$ cat src/rtl/irft_pkg.sv
// Shared types and constants for the infrared remote frame transmitter.
// Holds register reset values, field widths and configuration register indexes.
// No dependencies.
package irft_pkg;

  // Default width of the space and gap timer
  localparam int IRFT_TIMER_WIDTH = 13;

  // Widths of configuration registers and of the config write port
  localparam int CARRIER_W = 8;
  localparam int TOGGLE_W  = 7;
  localparam int MARKS_W   = 5;
  localparam int SPACE_W   = 13;
  localparam int CFG_IDX_W = 3;
  localparam int CFG_DATA_W = 13;

  // Frame layout: four bytes, LSB first
  localparam int FRAME_BITS = 32;
  localparam int BITS_W     = 6;
  localparam logic [7:0] BYTE_INV_MASK = 8'hFF;

  // Register reset values
  localparam logic [CARRIER_W-1:0] CARRIER_HALF_RST = 8'd13;
  localparam logic [TOGGLE_W-1:0]  MARK_TOGGLES_RST = 7'd42;
  localparam logic [MARKS_W-1:0]   LEADER_MARKS_RST = 5'd16;
  localparam logic [SPACE_W-1:0]   LEADER_SPACE_RST = 13'd4500;
  localparam logic [SPACE_W-1:0]   SHORT_SPACE_RST  = 13'd550;
  localparam logic [SPACE_W-1:0]   LONG_SPACE_RST   = 13'd1675;
  localparam logic [SPACE_W-1:0]   TRAIL_GAP_RST    = 13'd4500;

  // Configuration register indexes
  typedef enum logic [CFG_IDX_W-1:0] {
    REG_CARRIER_HALF = 3'd0,
    REG_MARK_TOGGLES = 3'd1,
    REG_LEADER_MARKS = 3'd2,
    REG_LEADER_SPACE = 3'd3,
    REG_SHORT_SPACE  = 3'd4,
    REG_LONG_SPACE   = 3'd5,
    REG_TRAIL_GAP    = 3'd6
  } cfg_reg_t;

endpackage

$ cat src/rtl/ir_remote_frame_transmitter.sv
// Infrared remote frame transmitter (NEC-style framing), single module.
// Depends on irft_pkg for register defaults, widths and register indexes.
//
// Every input transfer is one 1 us timebase tick and yields exactly one output
// transfer describing that tick (emitter level, busy, frame done). The frame
// sequencer advances one tick per cycle unless stalled: an unstalled tick is taken
// when offered, so the block sustains one tick per clock. Results leave through an
// output register backed by a one-entry skid register, so input is stalled only
// when both hold untaken results. A start request while idle latches address
// and command and begins the frame on that tick; a start while busy is ignored.
// Configuration registers are written through cfg_we/cfg_index/cfg_data; a new
// value is used the next time the matching counter is loaded.
module ir_remote_frame_transmitter
  import irft_pkg::*;
#(
  parameter int TIMER_WIDTH = IRFT_TIMER_WIDTH
) (
  input  logic                  clk,
  input  logic                  rst,
  // configuration write port
  input  logic                  cfg_we,
  input  logic [CFG_IDX_W-1:0]  cfg_index,
  input  logic [CFG_DATA_W-1:0] cfg_data,
  // tick input channel
  input  logic                  in_valid,
  output logic                  in_stall,
  input  logic                  start_req,
  input  logic [7:0]            address,
  input  logic [7:0]            command_code,
  // result channel
  output logic                  out_valid,
  input  logic                  out_stall,
  output logic                  ir_level,
  output logic                  busy_res,
  output logic                  frame_done
);

  localparam int CW = (TIMER_WIDTH > SPACE_W) ? TIMER_WIDTH : SPACE_W;
  localparam logic [TIMER_WIDTH-1:0] TIMER_TOP = {TIMER_WIDTH{1'b1}};

  typedef enum logic [2:0] {
    PH_IDLE, PH_LEAD_MARK, PH_LEAD_SPACE, PH_BIT_MARK,
    PH_BIT_SPACE, PH_END_MARK, PH_GAP
  } phase_t;

  // Saturate a space value to the timer range, optionally forcing at least one.
  function automatic logic [TIMER_WIDTH-1:0] timer_clamp(input logic [SPACE_W-1:0] v,
                                                         input logic min_one);
    logic [CW-1:0] ext;
    logic [TIMER_WIDTH-1:0] r;
    ext = CW'(v);
    if (ext > CW'(TIMER_TOP)) r = TIMER_TOP;
    else                      r = TIMER_WIDTH'(ext);
    if (min_one && r == '0) r = TIMER_WIDTH'(1);
    return r;
  endfunction

  // Configuration registers
  logic [CARRIER_W-1:0] carrier_half_ticks;
  logic [TOGGLE_W-1:0]  mark_toggles;
  logic [MARKS_W-1:0]   leader_marks;
  logic [SPACE_W-1:0]   leader_space_ticks;
  logic [SPACE_W-1:0]   short_space_ticks;
  logic [SPACE_W-1:0]   long_space_ticks;
  logic [SPACE_W-1:0]   trailing_gap_ticks;

  // Sequencer state
  phase_t                  phase, phase_next;
  logic [FRAME_BITS-1:0]   frame_shift, frame_shift_next;
  logic [BITS_W-1:0]       bits_left, bits_left_next;
  logic [MARKS_W-1:0]      marks_left, marks_left_next;
  logic [TOGGLE_W-1:0]     toggles_left, toggles_left_next;
  logic [CARRIER_W-1:0]    carrier_count, carrier_count_next;
  logic [TIMER_WIDTH-1:0]  space_count, space_count_next;
  logic                    output_level, output_level_next;

  // Values after a possible frame start on this tick
  phase_t                  st_phase;
  logic [TOGGLE_W-1:0]     st_toggles;
  logic [CARRIER_W-1:0]    st_carrier;

  // Effective register values
  logic [CARRIER_W-1:0]    half_eff;
  logic [TOGGLE_W-1:0]     toggles_eff;
  logic [MARKS_W-1:0]      leader_eff;

  // One mark tick and one space tick, evaluated in parallel
  logic                    mt_edge;
  logic                    mt_level;
  logic [TOGGLE_W-1:0]     mt_toggles;
  logic [CARRIER_W-1:0]    mt_carrier;
  logic                    mt_end;
  logic [TIMER_WIDTH-1:0]  sp_count;
  logic                    sp_end;
  logic [MARKS_W-1:0]      marks_dec;
  logic [BITS_W-1:0]       bits_dec;
  logic [TIMER_WIDTH-1:0]  gap_len;

  logic                    lvl_res, busy_next, done_res;

  // Output register plus skid register
  logic                    skid_valid;
  logic                    skid_level, skid_busy, skid_done;
  logic                    in_fire, out_fire;

  assign half_eff    = (carrier_half_ticks == '0) ? CARRIER_W'(1) : carrier_half_ticks;
  assign toggles_eff = (mark_toggles < TOGGLE_W'(2)) ? TOGGLE_W'(2) : mark_toggles;
  assign leader_eff  = (leader_marks == '0) ? MARKS_W'(1) : leader_marks;
  assign gap_len     = timer_clamp(trailing_gap_ticks, 1'b0);

  // Tick evaluation: start handling, then one step of the current phase
  always_comb begin
    phase_next         = phase;
    frame_shift_next   = frame_shift;
    bits_left_next     = bits_left;
    marks_left_next    = marks_left;
    toggles_left_next  = toggles_left;
    carrier_count_next = carrier_count;
    space_count_next   = space_count;
    output_level_next  = output_level;
    st_phase           = phase;
    st_toggles         = toggles_left;
    st_carrier         = carrier_count;
    lvl_res            = 1'b0;
    done_res           = 1'b0;

    if (phase == PH_IDLE && start_req) begin
      frame_shift_next = {command_code ^ BYTE_INV_MASK, command_code,
                          address ^ BYTE_INV_MASK, address};
      bits_left_next   = BITS_W'(FRAME_BITS);
      marks_left_next  = leader_eff;
      st_phase         = PH_LEAD_MARK;
      st_toggles       = toggles_eff;
      st_carrier       = '0;
    end
    phase_next        = st_phase;
    toggles_left_next = st_toggles;
    carrier_count_next = st_carrier;
    busy_next         = (st_phase != PH_IDLE);

    // carrier step
    mt_edge    = (st_carrier == '0);
    mt_level   = mt_edge ? ~output_level : output_level;
    mt_toggles = (mt_edge && st_toggles != '0) ? st_toggles - TOGGLE_W'(1) : st_toggles;
    mt_carrier = (mt_edge ? half_eff : st_carrier) - CARRIER_W'(1);
    mt_end     = (mt_carrier == '0) && (mt_toggles == '0);

    // silent step
    sp_count = (space_count != '0) ? space_count - TIMER_WIDTH'(1) : space_count;
    sp_end   = (sp_count == '0);

    marks_dec = (marks_left_next != '0) ? marks_left_next - MARKS_W'(1) : marks_left_next;
    bits_dec  = (bits_left != '0) ? bits_left - BITS_W'(1) : bits_left;

    case (st_phase)
      PH_IDLE: begin
      end
      PH_LEAD_MARK, PH_BIT_MARK, PH_END_MARK: begin
        lvl_res            = mt_level;
        toggles_left_next  = mt_toggles;
        carrier_count_next = mt_carrier;
        output_level_next  = mt_end ? 1'b0 : mt_level;
        if (mt_end) begin
          if (st_phase == PH_LEAD_MARK) begin
            marks_left_next = marks_dec;
            if (marks_dec != '0) begin
              toggles_left_next  = toggles_eff;
              carrier_count_next = '0;
            end else begin
              phase_next       = PH_LEAD_SPACE;
              space_count_next = timer_clamp(leader_space_ticks, 1'b1);
            end
          end else if (st_phase == PH_BIT_MARK) begin
            phase_next       = PH_BIT_SPACE;
            space_count_next = frame_shift[0] ? timer_clamp(long_space_ticks, 1'b1)
                                              : timer_clamp(short_space_ticks, 1'b1);
          end else if (gap_len == '0) begin
            phase_next = PH_IDLE;
            done_res   = 1'b1;
          end else begin
            phase_next       = PH_GAP;
            space_count_next = gap_len;
          end
        end
      end
      PH_LEAD_SPACE: begin
        space_count_next = sp_count;
        if (sp_end) begin
          phase_next         = PH_BIT_MARK;
          toggles_left_next  = toggles_eff;
          carrier_count_next = '0;
        end
      end
      PH_BIT_SPACE: begin
        space_count_next = sp_count;
        if (sp_end) begin
          frame_shift_next   = frame_shift >> 1;
          bits_left_next     = bits_dec;
          phase_next         = (bits_dec != '0) ? PH_BIT_MARK : PH_END_MARK;
          toggles_left_next  = toggles_eff;
          carrier_count_next = '0;
        end
      end
      PH_GAP: begin
        space_count_next = sp_count;
        if (sp_end) begin
          phase_next = PH_IDLE;
          done_res   = 1'b1;
        end
      end
      default: begin
        phase_next = PH_IDLE;
      end
    endcase
  end

  // Handshake: input stalls only when the skid register is occupied
  assign in_stall = skid_valid;
  assign in_fire  = in_valid && !skid_valid;
  assign out_fire = out_valid && !out_stall;

  // Configuration registers
  always_ff @(posedge clk) begin
    if (rst) begin
      carrier_half_ticks <= CARRIER_HALF_RST;
      mark_toggles       <= MARK_TOGGLES_RST;
      leader_marks       <= LEADER_MARKS_RST;
      leader_space_ticks <= LEADER_SPACE_RST;
      short_space_ticks  <= SHORT_SPACE_RST;
      long_space_ticks   <= LONG_SPACE_RST;
      trailing_gap_ticks <= TRAIL_GAP_RST;
    end else if (cfg_we) begin
      case (cfg_index)
        REG_CARRIER_HALF: carrier_half_ticks <= cfg_data[CARRIER_W-1:0];
        REG_MARK_TOGGLES: mark_toggles       <= cfg_data[TOGGLE_W-1:0];
        REG_LEADER_MARKS: leader_marks       <= cfg_data[MARKS_W-1:0];
        REG_LEADER_SPACE: leader_space_ticks <= cfg_data;
        REG_SHORT_SPACE:  short_space_ticks  <= cfg_data;
        REG_LONG_SPACE:   long_space_ticks   <= cfg_data;
        REG_TRAIL_GAP:    trailing_gap_ticks <= cfg_data;
        default: begin
        end
      endcase
    end
  end

  // Sequencer state advances once per accepted tick
  always_ff @(posedge clk) begin
    if (rst) begin
      phase         <= PH_IDLE;
      frame_shift   <= '0;
      bits_left     <= '0;
      marks_left    <= '0;
      toggles_left  <= '0;
      carrier_count <= '0;
      space_count   <= '0;
      output_level  <= 1'b0;
    end else if (in_fire) begin
      phase         <= phase_next;
      frame_shift   <= frame_shift_next;
      bits_left     <= bits_left_next;
      marks_left    <= marks_left_next;
      toggles_left  <= toggles_left_next;
      carrier_count <= carrier_count_next;
      space_count   <= space_count_next;
      output_level  <= output_level_next;
    end
  end

  // Result register and skid register
  always_ff @(posedge clk) begin
    if (rst) begin
      out_valid  <= 1'b0;
      skid_valid <= 1'b0;
    end else if (skid_valid) begin
      if (out_fire) begin
        out_valid  <= 1'b1;
        skid_valid <= 1'b0;
      end
    end else if (in_fire) begin
      if (!out_valid || out_fire) begin
        out_valid <= 1'b1;
      end else begin
        skid_valid <= 1'b1;
      end
    end else if (out_fire) begin
      out_valid <= 1'b0;
    end
  end

  always_ff @(posedge clk) begin
    if (skid_valid) begin
      if (out_fire) begin
        ir_level   <= skid_level;
        busy_res   <= skid_busy;
        frame_done <= skid_done;
      end
    end else if (in_fire) begin
      if (!out_valid || out_fire) begin
        ir_level   <= lvl_res;
        busy_res   <= busy_next;
        frame_done <= done_res;
      end else begin
        skid_level <= lvl_res;
        skid_busy  <= busy_next;
        skid_done  <= done_res;
      end
    end
  end

endmodule
$ cat config.mk
export PLATFORM = sky130hd
export DESIGN_NAME = ir_remote_frame_transmitter
export DESIGN_NICKNAME = d
export VERILOG_FILES = /design/src/rtl/irft_pkg.sv /design/src/rtl/ir_remote_frame_transmitter.sv
export SDC_FILE = /design/constraint.sdc
export NUM_CORES = 1
export LEC_CHECK = 0
export BUFFER_PORTS_ARGS = -buffer_cell sky130_fd_sc_hd__buf_2
export CAP_MARGIN = 40
export CORE_MARGIN = 2
export CORE_UTILIZATION = 36
export CTS_BUF_LIST = sky130_fd_sc_hd__clkbuf_16
export DETAILED_ROUTE_END_ITERATION = 6
export SYNTH_ARGS = -nofsm -noshare
export SYNTH_HDL_FRONTEND = slang
export SYNTH_SLANG_ARGS = --single-unit
export TNS_END_PERCENT = 100
$ cat constraint.sdc
create_clock -name clk -period 9.36 [get_ports clk]
set_input_delay 0.936 -clock clk [delete_from_list [all_inputs] [get_ports clk]]
set_output_delay 0.936 -clock clk [all_outputs]
set_load 0.01 [all_outputs]
==> results.toml <==
[setup_path]
critPathRequiredTime_ns = 9.70
path_class = "flop to flop"
reg2reg_to = "space_count[1]"
r2r_slack_ns = 4.53
critPathArrivalTime_ns = 5.17
critPathMaxFanout = 44
critPathLaunchType = "flop"
rr_startpoint = "phase[0]"
timing.critical_path.to_type = "flop"
r2r_cells = 13

[logic_synthesis]
synth.avg_cell_area_um2 = 7.97
ys_ff_latch = 155
async_flop_share = 0
netlist_instances = 1073
synth_largest_area_cell = "dfxtp_1"
synth_ff_type = "dfxtp_1"
syn_nets = 1116
seq_area_frac_synth = 0.370
synth_warnings = 0
synth_top_area_share = 0.349
synth_edf_count = 6
ys_types = 76
synthTopCellsByCount = "nand2_1, dfxtp_1, nor2_1"
syn_area_mm2 = 0.00856
synth_area_leaders = "dfxtp_1, nand2_1, a21oi_1"
yosysMostFrequentCell = "nand2_1"

[route]
dr.pass1.iters = 6
routedWlPerCell_um = 17.1
ant_nets = 0
wirelength_um = 24100
drt_iter0_markers = 806
vias_per_cell = 5.76
via_count = 8086
drc = 0

[grt]
antenna_found_initial = 1
grt_pass1_vias = 7353
overflow = 0
grt_max_degree = 80
grt_usage = 0.195
grt_pass1_wl_um = 39000

[clock_tree]
insertion_delay_ns = 0.44
cts_buffers = 17
cts_max_level = 4
clkSlewWorstSetupHoldPaths_ns = 0.07
postCtsHoldBufs = 0
post_cts_resized = 0
clock-sinks = 155
cts_root_buf = "clkbuf_16"
cts_setup_buffers = 0
cts_tree = "done"
cts_buffer_depth = 2

[pwr]
swShare = 0.330
power-per-cell-area_mw_per_mm2 = 183
p_seq_frac = 0.410
internal-power_mw = 1.18
power_frac_clock = 0.410
leakagePower_nw = 3.58
peakVddDrop_mv = 0.119
p_switching_uw = 582
p_comb_frac = 0.179

[placed_design]
gp_congestion = 0.888
dp_hpwl_um = 16600
portBuffers = 42
dpl_cell_area_mm2 = 0.00903

[floorplanning]
start_util = 0.366
io_pins = 43
core_mm2 = 0.0234
design.die.area_mm2 = 0.0250
dieHeight_um = 158
die_w_um = 158
num_rows = 56

[finish]
multi_input_area_mm2 = 0.00504
fillers = 2434
areaGrowthSynthToFinish_pct = 12.9
stdcell_area_mm2 = 0.00966
drive_above_1_share = 0.137
fin_nets = 1115
regArea_mm2 = 0.00316

[run_status]
status = "completed"

[hold_path]
min_to = "leader_space_ticks[0]"
hold_class = "flop to flop"
worstHoldStart = "leader_space_ticks[0]"
whs_path_depth = 2

[timing]
fin_crit_sh = 0.516
setup_viol = 0
slew_headroom = 0.372
fin_worst_skew_ns = 0.0131
period_needed_ns = 4.83
tns_ns = 0
rsz0062_at_grt = "false"
whs_ns = 0.463
max_slew.worst_pin.slew_ns = 0.939
slew_viol_final = 0
max_freq_mhz = 207
hold_viol = 0

[flow_run]
max_cap_viol_count = 0
## how the worst max path moves through the flow
stage	start	to	depth (start not counted)
6_report	phase[0]	space_count[1]	13
5_1_grt	phase[0]	space_count[1]	13
3_5_place_dp	start_req	space_count[0]	14
4_1_cts	phase[0]	space_count[0]	13
3_3_place_gp	start_req	space_count[1]	14
2_1_floorplan	start_req	phase[0]	17
## kinds of logic after synthesis
group	Yosys count	share of synthesized area
simple gates	465	0.260
compound gates	290	0.242
flops	155	0.370
buf+inv	90	0.0417
mux	55	0.0658
xor+xnor	13	0.0133
fa+ha+maj	5	0.00731
## routing by layer
layer / global-route usage / share of wire
met1: 0.279 / 0.50
met2: 0.299 / 0.44
met3: 0.0364 / 0.045
met4: 0.0519 / 0.014
met5: 0 / 0
## state kept, by name, indices dropped and copies added (netlist names), 3 cells and up
signal	cells
frame_shift	32
leader_space_ticks	13
long_space_ticks	13
short_space_ticks	13
space_count	13
trailing_gap_ticks	13
carrier_count	8
carrier_half_ticks	8
mark_toggles	7
toggles_left	7
bits_left	6
leader_marks	5
marks_left	5
phase	3
## cells in the final DEF (no fill, tap or decap), types with 13 or more instances in the layout
cell / Yosys / routed
buf_2: 11 / 41
nor3_1: 37 / 37
o21ai_0: 35 / 35
nor2_1: 111 / 111
a22oi_1: 13 / 13
mux2i_1: 48 / 48
a31oi_1: 13 / 13
clkbuf_16: 0 / 17
nand2_1: 162 / 162
dfxtp_1: 149 / 149
nand3_1: 41 / 41
o221a_2: 31 / 31
a21oi_1: 98 / 98
nor4_1: 23 / 23
## cell type report
class	instances	area share
antenna	1	0.000259
clock buffer	17	0.0441
clock inverter	15	0.0202
inverter	13	0.00505
multi-input combinational	828	0.522
sequential	155	0.328
tap	319	0.0413
timing repair buffer	57	0.0399
## stage by stage
stage / worst slack [ns] / power (mW) / utilization / std cells
finish: 4.53 / 1.76 / 0.413 / 1405
CTS: 4.63 / 1.78 / 0.413 / 1404
floorplan: 4.40 / 0.961 / - / 1073
global route: 4.05 / 1.83 / 0.413 / 1405
global placement: 4.33 / 1.05 / 0.382 / 1367
detailed placement: 4.25 / 1.05 / 0.386 / 1372
## power groups by stage
stage | combinational (mW) | clock, mW | sequential, mW
2_1_floorplan | 0.234 | 0 | 0.727
3_3_place_gp | 0.305 | 0 | 0.740
3_5_place_dp | 0.311 | 0 | 0.738
4_1_cts | 0.313 | 0.738 | 0.723
5_1_grt | 0.347 | 0.759 | 0.728
6_report | 0.316 | 0.724 | 0.724
## worst max-delay path, cell delays in order (launching register included)
cell,delay (ns)
dfxtp_1,0.80
or4b_1,0.22
buf_4,0.41
nor2_1,0.10
a21oi_1,0.19
ha_1,0.33
nor3b_1,0.34
nand3b_1,0.18
a31o_2,0.35
or3_1,0.41
a211oi_4,0.46
a31o_2,0.41
o211ai_1,0.17
a221oi_1,0.33
Note: power is estimated with default switching activity, not from simulation.
